<file path="config.mk">
export PLATFORM = sky130hd
export DESIGN_NAME = unicycle_odometry_integrator
export DESIGN_NICKNAME = d
export VERILOG_FILES = /design/src/rtl/core/uoi_pkg.sv /design/src/rtl/core/uoi_cordic.sv /design/src/rtl/core/uoi_datapath.sv /design/src/rtl/core/uoi_ctrl.sv /design/src/rtl/core/unicycle_odometry_integrator.sv
export SDC_FILE = /design/constraint.sdc
export NUM_CORES = 2
export LEC_CHECK = 0
export ABC_AREA = 1
export BUFFER_PORTS_ARGS = -buffer_cell sky130_fd_sc_hd__buf_2
export CAP_MARGIN = 5
export CORE_UTILIZATION = 41
export DETAILED_ROUTE_END_ITERATION = 7
export GPL_ROUTABILITY_DRIVEN = 1
export PLACE_DENSITY = 0.56
export SYNTH_ARGS = -nofsm -noshare
export SYNTH_HDL_FRONTEND = slang
export SYNTH_SLANG_ARGS = --single-unit
export TNS_END_PERCENT = 1
</file>
<file path="constraint.sdc">
create_clock -name clk -period 9.16 [get_ports clk]
set_input_delay 0.458 -clock clk [delete_from_list [all_inputs] [get_ports clk]]
set_output_delay 0.458 -clock clk [all_outputs]
set_load 0.05 [all_outputs]
</file>
<file path="src/rtl/core/uoi_pkg.sv">
// Shared types, constants and tables for the unicycle odometry integrator.
// No dependencies; imported by every module of the block.
`timescale 1ns / 1ps
package uoi_pkg;

  localparam int CORDIC_STEPS_DEF = 24;

  localparam int DT_W   = 22;
  localparam int CFG_W  = 32;
  localparam int POS_W  = 48;
  localparam int ANG_W  = 32;
  localparam int Q_W    = 32;
  localparam int IDX_W  = 2;
  localparam int DIST_W = 34;
  localparam int MA_W   = 33;
  localparam int MB_W   = 27;
  localparam int PROD_W = MA_W + MB_W;
  localparam int ACC_W  = 67;
  localparam int P_W    = 55;
  localparam int DPOS_W = 37;
  localparam int CW_W   = 34;

  localparam logic [IDX_W-1:0] REG_LINEAR_SPEED = 2'd0;
  localparam logic [IDX_W-1:0] REG_TURN_RATE    = 2'd1;

  localparam logic [CFG_W-1:0] LINEAR_SPEED_RST = 32'd13107;
  localparam logic [CFG_W-1:0] TURN_RATE_RST    = 32'd0;

  localparam logic signed [CW_W-1:0] CORDIC_GAIN = 34'sd652032874;
  localparam logic signed [CW_W-1:0] ONE_Q30     = 34'sd1073741824;
  localparam logic [MB_W-1:0]        TURN_SCALE  = 27'd42722830;

  localparam logic signed [POS_W+1:0] POS_MAX = 50'sd140737488355327;
  localparam logic signed [POS_W+1:0] POS_MIN = -50'sd140737488355328;

  // multiplier operand selections
  localparam logic [2:0] MUL_SPD_DT  = 3'd0;
  localparam logic [2:0] MUL_TURN_DT = 3'd1;
  localparam logic [2:0] MUL_PL_K    = 3'd2;
  localparam logic [2:0] MUL_PH_K    = 3'd3;
  localparam logic [2:0] MUL_C_DL    = 3'd4;
  localparam logic [2:0] MUL_C_DH    = 3'd5;
  localparam logic [2:0] MUL_S_DL    = 3'd6;
  localparam logic [2:0] MUL_S_DH    = 3'd7;

  // accumulator operations
  localparam logic [1:0] ACC_HOLD  = 2'd0;
  localparam logic [1:0] ACC_LOAD  = 2'd1;
  localparam logic [1:0] ACC_SH27  = 2'd2;
  localparam logic [1:0] ACC_SH17  = 2'd3;

  typedef struct packed {
    logic       ld_dt;
    logic [2:0] mul_sel;
    logic [1:0] acc_op;
    logic       cap_d;
    logic       cap_p;
    logic       cap_step;
    logic       upd_x;
    logic       upd_y;
    logic       upd_head;
    logic       ld_out;
    logic       cordic_start;
    logic       cordic_new;
  } cmd_t;

  typedef struct packed {
    logic dt_zero;
    logic cordic_done;
  } status_t;

  // arctangent of 2^-i as a binary angle
  function automatic logic [ANG_W-1:0] atan_bam(input logic [4:0] i);
    logic [ANG_W-1:0] v;
    case (i)
      5'd0:  v = 32'd536870912;
      5'd1:  v = 32'd316933406;
      5'd2:  v = 32'd167458907;
      5'd3:  v = 32'd85004756;
      5'd4:  v = 32'd42667331;
      5'd5:  v = 32'd21354465;
      5'd6:  v = 32'd10679838;
      5'd7:  v = 32'd5340245;
      5'd8:  v = 32'd2670163;
      5'd9:  v = 32'd1335087;
      5'd10: v = 32'd667544;
      5'd11: v = 32'd333772;
      5'd12: v = 32'd166886;
      5'd13: v = 32'd83443;
      5'd14: v = 32'd41722;
      5'd15: v = 32'd20861;
      5'd16: v = 32'd10430;
      5'd17: v = 32'd5215;
      5'd18: v = 32'd2608;
      5'd19: v = 32'd1304;
      5'd20: v = 32'd652;
      5'd21: v = 32'd326;
      5'd22: v = 32'd163;
      5'd23: v = 32'd81;
      5'd24: v = 32'd41;
      5'd25: v = 32'd20;
      5'd26: v = 32'd10;
      5'd27: v = 32'd5;
      5'd28: v = 32'd3;
      5'd29: v = 32'd1;
      5'd30: v = 32'd1;
      default: v = 32'd0;
    endcase
    return v;
  endfunction

endpackage

</file>
<file path="src/rtl/core/uoi_cordic.sv">
// Iterative rotation-mode CORDIC: sine and cosine of a binary angle, Q2.30.
// Depends on uoi_pkg.
`timescale 1ns / 1ps
module uoi_cordic #(
  parameter int STEPS = uoi_pkg::CORDIC_STEPS_DEF
) (
  input  logic                              clk,
  input  logic                              rst_n,
  input  logic                              start,
  input  logic [uoi_pkg::ANG_W-1:0]         angle,
  output logic                              done,
  output logic signed [uoi_pkg::Q_W-1:0]    sin_out,
  output logic signed [uoi_pkg::Q_W-1:0]    cos_out
);
  import uoi_pkg::*;

  localparam int CNT_W = $clog2(STEPS + 1);

  logic                   busy_r, busy_nxt;
  logic                   done_r, done_nxt;
  logic [CNT_W-1:0]       cnt_r, cnt_nxt;
  logic                   flip_r, flip_nxt;
  logic signed [CW_W-1:0] x_r, x_nxt, y_r, y_nxt, z_r, z_nxt;

  logic [ANG_W-1:0]       rot, red;
  logic                   flip;
  logic signed [CW_W-1:0] xs, ys, at, xf, yf;

  // quadrant fold: angles in the left half plane are rotated by a half turn
  always_comb begin
    rot  = angle - 32'h4000_0000;
    flip = ~rot[ANG_W-1];
    red  = flip ? (angle - 32'h8000_0000) : angle;
  end

  // one micro-rotation per cycle
  always_comb begin
    xs = x_r >>> cnt_r;
    ys = y_r >>> cnt_r;
    at = signed'({2'b00, atan_bam(5'(cnt_r))});
    busy_nxt = busy_r;
    done_nxt = done_r;
    cnt_nxt  = cnt_r;
    flip_nxt = flip_r;
    x_nxt    = x_r;
    y_nxt    = y_r;
    z_nxt    = z_r;
    if (start) begin
      busy_nxt = 1'b1;
      done_nxt = 1'b0;
      cnt_nxt  = '0;
      flip_nxt = flip;
      x_nxt    = CORDIC_GAIN;
      y_nxt    = '0;
      z_nxt    = CW_W'(signed'(red));
    end else if (busy_r) begin
      if (cnt_r == CNT_W'(STEPS)) begin
        busy_nxt = 1'b0;
        done_nxt = 1'b1;
      end else begin
        cnt_nxt = cnt_r + 1'b1;
        if (!z_r[CW_W-1]) begin
          x_nxt = x_r - ys;
          y_nxt = y_r + xs;
          z_nxt = z_r - at;
        end else begin
          x_nxt = x_r + ys;
          y_nxt = y_r - xs;
          z_nxt = z_r + at;
        end
      end
    end
  end

  always_ff @(posedge clk) begin
    if (!rst_n) begin
      busy_r <= 1'b0;
      done_r <= 1'b0;
    end else begin
      busy_r <= busy_nxt;
      done_r <= done_nxt;
    end
    cnt_r  <= cnt_nxt;
    flip_r <= flip_nxt;
    x_r    <= x_nxt;
    y_r    <= y_nxt;
    z_r    <= z_nxt;
  end

  // undo the fold and clamp to unit magnitude
  always_comb begin
    xf = flip_r ? -x_r : x_r;
    yf = flip_r ? -y_r : y_r;
    if (xf > ONE_Q30)       cos_out = Q_W'(ONE_Q30);
    else if (xf < -ONE_Q30) cos_out = Q_W'(-ONE_Q30);
    else                    cos_out = Q_W'(xf);
    if (yf > ONE_Q30)       sin_out = Q_W'(ONE_Q30);
    else if (yf < -ONE_Q30) sin_out = Q_W'(-ONE_Q30);
    else                    sin_out = Q_W'(yf);
  end

  assign done = done_r;

endmodule

</file>
<file path="src/rtl/core/uoi_datapath.sv">
// Datapath: config registers, shared multiplier and accumulator, pose state,
// CORDIC unit and output register. Depends on uoi_pkg and uoi_cordic.
`timescale 1ns / 1ps
module uoi_datapath #(
  parameter int CORDIC_STEPS = uoi_pkg::CORDIC_STEPS_DEF
) (
  input  logic                              clk,
  input  logic                              rst_n,
  input  uoi_pkg::cmd_t                     cmd,
  output uoi_pkg::status_t                  status,
  input  logic [uoi_pkg::DT_W-1:0]          in_elapsed_time,
  input  logic                              cfg_we,
  input  logic [uoi_pkg::IDX_W-1:0]         cfg_index,
  input  logic [uoi_pkg::CFG_W-1:0]         cfg_data,
  output logic signed [uoi_pkg::POS_W-1:0]  out_pos_x,
  output logic signed [uoi_pkg::POS_W-1:0]  out_pos_y,
  output logic [uoi_pkg::ANG_W-1:0]         out_heading,
  output logic signed [uoi_pkg::Q_W-1:0]    out_quat_z,
  output logic signed [uoi_pkg::Q_W-1:0]    out_quat_w
);
  import uoi_pkg::*;

  logic [CFG_W-1:0]         speed_r, turn_r;
  logic [DT_W-1:0]          dt_r;
  logic signed [PROD_W-1:0] prod_r;
  logic signed [ACC_W-1:0]  acc_r, acc_nxt;
  logic signed [DIST_W-1:0] d_r;
  logic signed [P_W-1:0]    p_r;
  logic [ANG_W-1:0]         step_r;
  logic signed [POS_W-1:0]  x_r, y_r;
  logic [ANG_W-1:0]         head_r, head_new;

  logic signed [MA_W-1:0]   mul_a;
  logic signed [MB_W-1:0]   mul_b;
  logic                     cdone;
  logic signed [Q_W-1:0]    c_sin, c_cos;
  logic [ANG_W-1:0]         c_angle;

  logic signed [PROD_W-1:0] d_rnd;
  logic [63:0]              step_rnd;
  logic signed [ACC_W-1:0]  pos_rnd;
  logic signed [DPOS_W-1:0] dpos;
  logic signed [POS_W+1:0]  sum_pos, sat_pos;

  // config registers
  always_ff @(posedge clk) begin
    if (!rst_n) begin
      speed_r <= LINEAR_SPEED_RST;
      turn_r  <= TURN_RATE_RST;
    end else if (cfg_we) begin
      unique case (cfg_index)
        REG_LINEAR_SPEED: speed_r <= cfg_data;
        REG_TURN_RATE:    turn_r  <= cfg_data;
        default: ;
      endcase
    end
  end

  // shared multiplier operand selection
  always_comb begin
    case (cmd.mul_sel)
      MUL_SPD_DT:  begin
        mul_a = MA_W'(signed'(speed_r));
        mul_b = signed'(MB_W'(dt_r));
      end
      MUL_TURN_DT: begin
        mul_a = MA_W'(signed'(turn_r));
        mul_b = signed'(MB_W'(dt_r));
      end
      MUL_PL_K:    begin
        mul_a = signed'(MA_W'(p_r[26:0]));
        mul_b = signed'(TURN_SCALE);
      end
      MUL_PH_K:    begin
        mul_a = MA_W'(signed'(p_r[P_W-1:27]));
        mul_b = signed'(TURN_SCALE);
      end
      MUL_C_DL:    begin
        mul_a = MA_W'(c_cos);
        mul_b = signed'(MB_W'(d_r[16:0]));
      end
      MUL_C_DH:    begin
        mul_a = MA_W'(c_cos);
        mul_b = MB_W'(signed'(d_r[DIST_W-1:17]));
      end
      MUL_S_DL:    begin
        mul_a = MA_W'(c_sin);
        mul_b = signed'(MB_W'(d_r[16:0]));
      end
      default:     begin
        mul_a = MA_W'(c_sin);
        mul_b = MB_W'(signed'(d_r[DIST_W-1:17]));
      end
    endcase
  end

  // accumulator of partial products
  always_comb begin
    case (cmd.acc_op)
      ACC_LOAD: acc_nxt = ACC_W'(prod_r);
      ACC_SH27: acc_nxt = acc_r + (ACC_W'(prod_r) <<< 27);
      ACC_SH17: acc_nxt = acc_r + (ACC_W'(prod_r) <<< 17);
      default:  acc_nxt = acc_r;
    endcase
  end

  // rounding and saturation
  always_comb begin
    d_rnd    = prod_r + PROD_W'(64'sd524288);
    step_rnd = acc_r[63:0] + 64'h8000_0000;
    pos_rnd  = acc_r + ACC_W'(64'sd536870912);
    dpos     = pos_rnd[ACC_W-1:30];
    sum_pos  = (cmd.upd_x ? (POS_W+2)'(x_r) : (POS_W+2)'(y_r)) + (POS_W+2)'(dpos);
    if (sum_pos > POS_MAX)      sat_pos = POS_MAX;
    else if (sum_pos < POS_MIN) sat_pos = POS_MIN;
    else                        sat_pos = sum_pos;
    head_new = head_r + step_r;
    c_angle  = cmd.cordic_new ? (head_new >> 1) : head_r;
  end

  always_ff @(posedge clk) begin
    prod_r <= mul_a * mul_b;
    acc_r  <= acc_nxt;
    if (cmd.ld_dt)    dt_r   <= in_elapsed_time;
    if (cmd.cap_d)    d_r    <= d_rnd[DIST_W+19:20];
    if (cmd.cap_p)    p_r    <= prod_r[P_W-1:0];
    if (cmd.cap_step) step_r <= step_rnd[63:32];
  end

  // pose state
  always_ff @(posedge clk) begin
    if (!rst_n) begin
      x_r    <= '0;
      y_r    <= '0;
      head_r <= '0;
    end else begin
      if (cmd.upd_x)    x_r    <= sat_pos[POS_W-1:0];
      if (cmd.upd_y)    y_r    <= sat_pos[POS_W-1:0];
      if (cmd.upd_head) head_r <= head_new;
    end
  end

  // result register
  always_ff @(posedge clk) begin
    if (cmd.ld_out) begin
      out_pos_x   <= x_r;
      out_pos_y   <= y_r;
      out_heading <= head_r;
      out_quat_z  <= c_sin;
      out_quat_w  <= c_cos;
    end
  end

  uoi_cordic #(.STEPS(CORDIC_STEPS)) u_cordic (
    .clk     (clk),
    .rst_n   (rst_n),
    .start   (cmd.cordic_start),
    .angle   (c_angle),
    .done    (cdone),
    .sin_out (c_sin),
    .cos_out (c_cos)
  );

  assign status.dt_zero     = (in_elapsed_time == '0);
  assign status.cordic_done = cdone;

endmodule

</file>
<file path="src/rtl/core/uoi_ctrl.sv">
// Sequencer for one tick: multiplies, CORDIC runs and result handoff.
// Depends on uoi_pkg.
`timescale 1ns / 1ps
module uoi_ctrl (
  input  logic              clk,
  input  logic              rst_n,
  input  logic              in_valid,
  output logic              in_stall,
  output logic              out_valid,
  input  logic              out_stall,
  input  uoi_pkg::status_t  status,
  output uoi_pkg::cmd_t     cmd
);
  import uoi_pkg::*;

  localparam logic [3:0] S_IDLE  = 4'd0;
  localparam logic [3:0] S_MUL_D = 4'd1;
  localparam logic [3:0] S_CAP_D = 4'd2;
  localparam logic [3:0] S_CAP_P = 4'd3;
  localparam logic [3:0] S_HMUL  = 4'd4;
  localparam logic [3:0] S_HACC1 = 4'd5;
  localparam logic [3:0] S_HACC2 = 4'd6;
  localparam logic [3:0] S_STEP  = 4'd7;
  localparam logic [3:0] S_WAIT1 = 4'd8;
  localparam logic [3:0] S_X1    = 4'd9;
  localparam logic [3:0] S_X2    = 4'd10;
  localparam logic [3:0] S_X3    = 4'd11;
  localparam logic [3:0] S_Y1    = 4'd12;
  localparam logic [3:0] S_Y2    = 4'd13;
  localparam logic [3:0] S_Y3    = 4'd14;
  localparam logic [3:0] S_WAIT2 = 4'd15;

  logic [3:0] state_r, state_nxt;
  logic       out_valid_r, out_valid_nxt;
  logic       accept, out_free;

  assign in_stall  = (state_r != S_IDLE);
  assign accept    = in_valid && !in_stall;
  assign out_free  = !out_valid_r || !out_stall;
  assign out_valid = out_valid_r;

  // state sequencing and command decode
  always_comb begin
    state_nxt = state_r;
    cmd       = '0;
    cmd.mul_sel = MUL_SPD_DT;
    cmd.acc_op  = ACC_HOLD;
    unique case (state_r)
      S_IDLE: begin
        if (accept && !status.dt_zero) begin
          cmd.ld_dt        = 1'b1;
          cmd.cordic_start = 1'b1;
          state_nxt        = S_MUL_D;
        end
      end
      S_MUL_D: begin
        cmd.mul_sel = MUL_SPD_DT;
        state_nxt   = S_CAP_D;
      end
      S_CAP_D: begin
        cmd.cap_d   = 1'b1;
        cmd.mul_sel = MUL_TURN_DT;
        state_nxt   = S_CAP_P;
      end
      S_CAP_P: begin
        cmd.cap_p = 1'b1;
        state_nxt = S_HMUL;
      end
      S_HMUL: begin
        cmd.mul_sel = MUL_PL_K;
        state_nxt   = S_HACC1;
      end
      S_HACC1: begin
        cmd.acc_op  = ACC_LOAD;
        cmd.mul_sel = MUL_PH_K;
        state_nxt   = S_HACC2;
      end
      S_HACC2: begin
        cmd.acc_op = ACC_SH27;
        state_nxt  = S_STEP;
      end
      S_STEP: begin
        cmd.cap_step = 1'b1;
        state_nxt    = S_WAIT1;
      end
      S_WAIT1: begin
        cmd.mul_sel = MUL_C_DL;
        if (status.cordic_done) state_nxt = S_X1;
      end
      S_X1: begin
        cmd.acc_op  = ACC_LOAD;
        cmd.mul_sel = MUL_C_DH;
        state_nxt   = S_X2;
      end
      S_X2: begin
        cmd.acc_op = ACC_SH17;
        state_nxt  = S_X3;
      end
      S_X3: begin
        cmd.upd_x   = 1'b1;
        cmd.mul_sel = MUL_S_DL;
        state_nxt   = S_Y1;
      end
      S_Y1: begin
        cmd.acc_op  = ACC_LOAD;
        cmd.mul_sel = MUL_S_DH;
        state_nxt   = S_Y2;
      end
      S_Y2: begin
        cmd.acc_op = ACC_SH17;
        state_nxt  = S_Y3;
      end
      S_Y3: begin
        cmd.upd_y        = 1'b1;
        cmd.upd_head     = 1'b1;
        cmd.cordic_start = 1'b1;
        cmd.cordic_new   = 1'b1;
        state_nxt        = S_WAIT2;
      end
      S_WAIT2: begin
        if (status.cordic_done && out_free) begin
          cmd.ld_out = 1'b1;
          state_nxt  = S_IDLE;
        end
      end
      default: state_nxt = S_IDLE;
    endcase
  end

  // result valid flag
  always_comb begin
    out_valid_nxt = out_valid_r;
    if (cmd.ld_out)      out_valid_nxt = 1'b1;
    else if (!out_stall) out_valid_nxt = 1'b0;
  end

  always_ff @(posedge clk) begin
    if (!rst_n) begin
      state_r     <= S_IDLE;
      out_valid_r <= 1'b0;
    end else begin
      state_r     <= state_nxt;
      out_valid_r <= out_valid_nxt;
    end
  end

  a_tick_starts: assert property (@(posedge clk) disable iff (!rst_n)
    accept && !status.dt_zero |=> state_r == S_MUL_D)
    else $error("accepted tick did not start the sequence");

  a_result_shown: assert property (@(posedge clk) disable iff (!rst_n)
    cmd.ld_out |=> out_valid_r)
    else $error("loaded result not presented");

  a_one_update: assert property (@(posedge clk) disable iff (!rst_n)
    $onehot0({cmd.upd_x, cmd.upd_y, cmd.ld_out, cmd.cap_d, cmd.cap_step}))
    else $error("conflicting datapath strobes");

endmodule

</file>
<file path="src/rtl/core/unicycle_odometry_integrator.sv">
// Top level of the unicycle odometry integrator: controller plus datapath.
// Depends on uoi_pkg, uoi_ctrl, uoi_datapath (and uoi_cordic below it).
`timescale 1ns / 1ps
// Dead-reckoning integrator for a unicycle model. Each input item is a tick
// carrying the elapsed time in 2^-20 s; a zero tick is consumed with no
// result. Otherwise position advances by speed*dt along the old heading, the
// heading advances by turn_rate*dt, and one item with x, y, heading and the
// yaw quaternion (z, w) follows. The single iterative CORDIC unit runs once
// on the old heading and once on the new half heading; one tick is in flight
// at a time. Configuration writes are taken in any cycle (ready is always
// high) and belong to idle periods.
module unicycle_odometry_integrator #(
  parameter int CORDIC_STEPS = uoi_pkg::CORDIC_STEPS_DEF
) (
  input  logic                              clk,
  input  logic                              rst_n,
  input  logic                              in_valid,
  output logic                              in_stall,
  input  logic [uoi_pkg::DT_W-1:0]          in_elapsed_time,
  output logic                              out_valid,
  input  logic                              out_stall,
  output logic signed [uoi_pkg::POS_W-1:0]  out_pos_x,
  output logic signed [uoi_pkg::POS_W-1:0]  out_pos_y,
  output logic [uoi_pkg::ANG_W-1:0]         out_heading,
  output logic signed [uoi_pkg::Q_W-1:0]    out_quat_z,
  output logic signed [uoi_pkg::Q_W-1:0]    out_quat_w,
  input  logic                              cfg_valid,
  output logic                              cfg_ready,
  input  logic [uoi_pkg::IDX_W-1:0]         cfg_index,
  input  logic [uoi_pkg::CFG_W-1:0]         cfg_data
);
  import uoi_pkg::*;

  cmd_t    cmd;
  status_t status;

  assign cfg_ready = 1'b1;

  uoi_ctrl u_ctrl (
    .clk       (clk),
    .rst_n     (rst_n),
    .in_valid  (in_valid),
    .in_stall  (in_stall),
    .out_valid (out_valid),
    .out_stall (out_stall),
    .status    (status),
    .cmd       (cmd)
  );

  uoi_datapath #(.CORDIC_STEPS(CORDIC_STEPS)) u_dp (
    .clk             (clk),
    .rst_n           (rst_n),
    .cmd             (cmd),
    .status          (status),
    .in_elapsed_time (in_elapsed_time),
    .cfg_we          (cfg_valid && cfg_ready),
    .cfg_index       (cfg_index),
    .cfg_data        (cfg_data),
    .out_pos_x       (out_pos_x),
    .out_pos_y       (out_pos_y),
    .out_heading     (out_heading),
    .out_quat_z      (out_quat_z),
    .out_quat_w      (out_quat_w)
  );

endmodule
</file>
# Word-level counts from Yosys, hierarchy flattened
# Memory sizes are Yosys's and may differ from the RTL's. A register that Yosys moved wholly into a read port is not among the register bits.
# Index checks and enable logic that the tools add are counted.
# classes
n_mux	44
n_shift	2
n_mul	1
reduce_logical	28
addsub	18
n_bitwise	3
n_lt_le_gt_ge	6
eq_ne	31
# ops
cell	count
$mux W34	8
$pmux W67 S3	1
$mux W32	6
$pmux W33 S5	1
$add A67 B67 Y67	2
$mux W48	2
$pmux W27 S3	1
$add A34 B34 Y34	2
$gt A34 B32 Y1 const B	2
$lt A34 B31 Y1 const B	2
$neg A34 Y34	2
$sshr A34 B5 Y34	2
$sub A34 B34 Y34	2
$add A67 B31 Y67 const B	1
$add A64 B32 Y64 const B	1
$pmux W4 S16	1
$mul A33 B27 Y60	1
$add A54 B21 Y54 const B	1
$add A50 B37 Y50	1
$gt A50 B48 Y1 const B	1
$lt A50 B48 Y1 const B	1
$mux W50	1
$add A34 B33 Y34	1
$sub A34 B33 Y34	1
38 further kinds	89
# totals
elab_cells	159
output_inout_bits	195
inputBits	61
romBits	960
memories	1
ff_bits	769
# mem_list
name	words	word_bits	read_ports	rd_clocked_by_memory_dff	write_ports	line	rtl
(name not given)	32	30	1	1	0	uoi_pkg.sv:75	case (i)

# Depth between registers and ports, before layout
# logic_depth
depth_word	8
ltp_mapped	53
mapped_depth_nobuf	51

# Cells and area by module
# From an unflattened synthesis, not the netlist that was laid out.
# hier_totals
hier_cells	11839
area_unflattened_um2	87722.9
# by_module_without_submodules
module	cells_per_inst	instances	seq_area_each_um2	area_each_um2
uoi_datapath	8484	1	16605.9	67932.7
uoi_cordic	3278	1	3153.0	19338.5
uoi_ctrl	75	1	100.1	440.4
unicycle_odometry_integrator	2	1	0.0	11.3

# Worst setup path before layout
# OpenSTA, ideal clock, no wires.
# synth_timing
kind	register -> register
startpoint	register u_ctrl.state_r[1]
endpoint	register u_ctrl.out_valid_r (netlist: u_ctrl.out_valid)
setup_slack_ps	-1065
arrival_ps	10132
setup_ps	93
synth_period_minus_slack_ps	10225
stages_incl_launch_ff	11
path_buffers	0
path_cell_list	dfxtp_1 nor2_1 inv_2 nor2_1 inv_1 o32ai_1 a31oi_1 nand3_1 nor2_1 inv_1 a21oi_1
# synth_rtl
element	line	rtl
start, declared	uoi_ctrl.sv:33	logic [3:0] state_r, state_nxt;
start signal, assigned	uoi_ctrl.sv:142	state_r <= state_nxt;
end signal, assigned	uoi_ctrl.sv:143	out_valid_r <= out_valid_nxt;
end, declared	uoi_ctrl.sv:34	logic out_valid_r, out_valid_nxt;

# Final worst setup path
# layout_timing
startpoint	register u_dp.u_cordic.y_r[1]
endpoint	register u_dp.prod_r[57]
# layout_via
elab_chain_len	7
# layout_rtl
element	line	rtl
start, declared	uoi_cordic.sv:23	logic signed [CW_W-1:0] x_r, x_nxt, y_r, y_nxt, z_r, z_nxt;
start signal, assigned	uoi_cordic.sv:86	y_r <= y_nxt;
$neg A34 Y34	uoi_cordic.sv:93	yf = flip_r ? -y_r : y_r;
$mux W34 *	uoi_cordic.sv:93	
$lt A34 B31 Y1	uoi_cordic.sv:98	else if (yf < -ONE_Q30) sin_out = Q_W'(-ONE_Q30);
$mux W32	uoi_cordic.sv:98	
$mux W32 *	uoi_cordic.sv:97	if (yf > ONE_Q30) sin_out = Q_W'(ONE_Q30);
named net u_dp.c_sin[6]	uoi_datapath.sv:36	logic signed [Q_W-1:0] c_sin, c_cos;
$pmux W33 S5 *	uoi_datapath.sv:61	case (cmd.mul_sel)
$mul A33 B27 Y60 *	uoi_datapath.sv:122	prod_r <= mul_a * mul_b;
end signal, assigned	uoi_datapath.sv:122	
end, declared	uoi_datapath.sv:25	logic signed [PROD_W-1:0] prod_r;
# Mark *: on every way through the listed nets, which the timed path passes. The rest lies on a longest branch.
# A chain may end at the register's enable or synchronous reset.

==> results.md <==
- Worst setup timing slack at the placement stage: -0.109 ns
- Area occupied by registers: 19,900 um^2
- H-Tree Depth: 3
- Total Wirelength: 340,000 um
- Maximum capacitance violations: 0
- Hold Violations, Final: 0
- Final Max Slew Viols: 0
- Number of nets at the end of the flow: 13,500
- Maximum number of pins on one net before global-route repair: 192
- Finished layout cell area: 99,100 um^2
- Cell with the most instances after synthesis: nand2_1
- Number of input and output port buffers inserted: 254
- Number of remaining DRC errors: 0
- Wire length of the first global-routing pass: 503,000 um
- Warnings, synthesis: 0
- Transition at the pin with the smallest max-transition slack: 1.20 ns
- Crit end category: flop
- Predominant post-synthesis flop cell: edfxtp_1
- CTS clk-pin slew, worst paths: 0.06 ns
- Antenna violations before repair: 12
- Outcome: completed
- Tightest slew margin relative to the limit: 19.7%
- Top cells by area in the synthesized netlist: fa_1 (21%), edfxtp_1 (15%), nand2_1 (9.8%), inv_1 (9.1%), dfxtp_1 (8.4%)
- Largest stage delay on the critical path: 0.56 ns
- Commonest cells post-synth: nand2_1 (2,248), inv_1 (2,077), nor2_1 (1,264), fa_1 (897), nand3_1 (768)
- Total of endpoints with negative setup slack in the final report: 0
- Area of the multi-input gates: 57,200 um^2
- Layout fillers: 20,900
- Clock latency of the later-clocked register in the worst-skew pair: 0.74 ns
- Overall track demand over capacity in global routing: 31.9%
- Hold WC Path Type: primary input to flop
- Number of synthesized flops with an enable pin: 420
- Required time of the critical path: 9.78 ns
- RSZ-0062 raised after global routing: yes
- Minimum clock period: 8.89 ns
- Hold wc startpoint: cfg_data[30]
- R2r setup slk: 0.27 ns
- R2r startpoint: u_dp.u_cordic.y_r[1]
- Seq/Total Area, Yosys: 23.1%
- Critical Path Fanout Max: 10
- Vertical die dimension: 460 um
- Half-perimeter wire length of the detailed placement result: 281,000 um
- Hold Crit Endpoint: u_dp.turn_r[30]
- RR Endpoint: u_dp.prod_r[57]
- Dominant cell type by area after synthesis: fa_1
- Vias in the first global route: 79,400
- Number of stages on the worst hold path: 3
- Post-synthesis average cell area: 7.54 um^2
- Maximum count of clock buffers along a single path: 3
- Number of CTS-inserted buffers: 92
- Routed WL per cell: 22.8 um
- Share of Yosys cell area claimed by the top area cell type: 20.9%
- Initial Utilization: 41.4%
- Clock Sinks: 782
- Cell area after synthesis: 85,900 um^2
- Placed standard-cell area: 94,600 um^2
- CTS tree: yes
- Smallest setup slack after layout: 0.270 ns
- Cells on worst reg2reg path: 45
- Area enclosed by the die boundary: 211,000 um^2
- Post-route insts no fill: 15,000
- Initial DRC Count: 7,168
- Weighted congestion reported at the end of routability-driven placement: 1.01
- Synthesis-to-finish area growth: 15.3%
- # placed instances: 14,700
- Cell count after synthesis: 11,400
- Total congestion overflow: 0
- TritonRoute pass-1 iters: 8
- Core outline area: 208,000 um^2
- Root buf cell: clkbuf_16
- Register bit total from synthesis: 782
- Die Width: 460 um
- Total vias in the final route: 80,400
- Count of standard-cell rows: 167
- Category of the critical setup timing path: flop to flop
- Fraction of registers with async set/reset: 0%
- I/O pin count: 256
- CP arrival: 9.51 ns
- Number of routed nets with antenna violations: 0
- Via count normalized by instance count: 5.38
- Startpoint Class: flop
- Slowest CP cell: fa_1
- Fraction of final layout cells sized beyond drive strength 1: 12.6%
- Final setup skew: 0.0545 ns
- Post-synth net total: 12,800
- Final hold slack: 0.0555 ns
- Period utilisation layout: 97.1%
- Distinct cell type count of the synthesized netlist: 78
- Highest clock frequency the design can meet: 112 MHz
worst max-delay path: cells and delay by family (launching register included):
kind                       cells  cell delay, ns
and+or+nand+nor               19            2.12
xor gates and xnor gates       2            0.40
AOI/OAI and AO/OA              5            0.82
buffers and inverters         10            1.17
DFF                            1            0.33
adders and majority gates      9            3.97
routing by layer:
layer | global-route usage [%] | vias up | wire length (um)
li1 | - | 37500 | -
met1 | 42.1 | 39100 | 143000
met2 | 51.2 | 3120 | 154000
met3 | 3.24 | 647 | 22100
met4 | 17.5 | 0 | 21200
met5 | 0 | - | 0
sequential cells by signal, indices dropped and copies added (netlist names), 34 cells and up:
register / flops
u_dp.acc_r: 50
u_dp.d_r: 34
u_dp.out_pos_x: 48
u_dp.out_pos_y: 48
u_dp.p_r: 55
u_dp.prod_r: 60
u_dp.u_cordic.x_r: 34
u_dp.u_cordic.y_r: 34
u_dp.u_cordic.z_r: 34
u_dp.x_r: 48
u_dp.y_r: 48
layout make-up:
cell class | instances | share of cell area (%)
Timing Repair Buffer | 977 | 7.32
Tap cell | 2788 | 3.52
Antenna cell | 5 | 0.0126
Clock inverter | 50 | 0.621
Clock buffer | 123 | 2.61
Sequential cell | 782 | 20.1
Multi-Input combinational cell | 8093 | 57.7
Inverter | 2139 | 8.18
cells by family (layout without fill, tap and decap cells):
group / count (synthesis) / after routing / share of synthesized area [%]
simple gates: 4662 / 4663 / 22.8
buf+inv: 2518 / 3289 / 11.4
compound gates: 1684 / 1684 / 11.2
fa+ha+maj: 1354 / 1354 / 27.5
flops: 782 / 782 / 23.1
xor+xnor: 388 / 388 / 3.95
mux: 3 / 3 / 0.0364
other cells: 1 / 6 / 0.00436
what timing repair did:
action | CTS | global route
hold endpoints to repair | 23 | 0
pin swaps | 1 | 42
cloned | 0 | 1
resized for setup | 9 | 257
setup endpoints to repair | 8 | 38
hold buffers | 22 | 0
buffers inserted | 0 | 29
worst max path at each step:
stage / start / to / slack, ns / cells past startpoint
2_1_floorplan: u_ctrl.state_r[1] / u_dp.prod_r[57] / 0.1 / 36
3_3_place_gp: u_dp.u_cordic.x_r[5] / u_dp.prod_r[59] / -0.14 / 42
3_5_place_dp: u_dp.u_cordic.x_r[5] / u_dp.prod_r[58] / -0.11 / 41
4_1_cts: u_dp.u_cordic.y_r[1] / u_dp.prod_r[59] / -0.04 / 40
5_1_grt: u_dp.u_cordic.y_r[1] / u_dp.prod_r[57] / -0.08 / 48
6_report: u_dp.u_cordic.y_r[1] / u_dp.prod_r[57] / 0.27 / 45
layout by cell type, fill, tap and decap left out, types with 37 or more instances in the layout:
cell          n
nand2_1    2220
inv_1      2053
nor2_1     1204
fa_1        887
nand3_1     759
a21oi_1     694
buf_4       655
o21ai_0     475
ha_1        449
edfxtp_1    420
dfxtp_1     345
xor2_1      284
buf_2       254
a31oi_1     115
xnor2_1     102
clkbuf_16    96
nor3_1       93
nand4_1      81
nor2_2       74
o211ai_1     59
inv_2        50
o21a_1       50
nand2_2      48
nor2_4       46
or2_2        37
per-stage QoR:
step	setup TNS (ns)	util, %
floorplan	0	-
global placement	-0.692	45.5
detailed placement	-0.452	45.5
CTS	-0.0503	47.2
global route	-0.330	47.7
finish	0	47.7
Power is not shown: default switching activity piles up to over one toggle a cycle in this logic, so the estimate is an artifact.
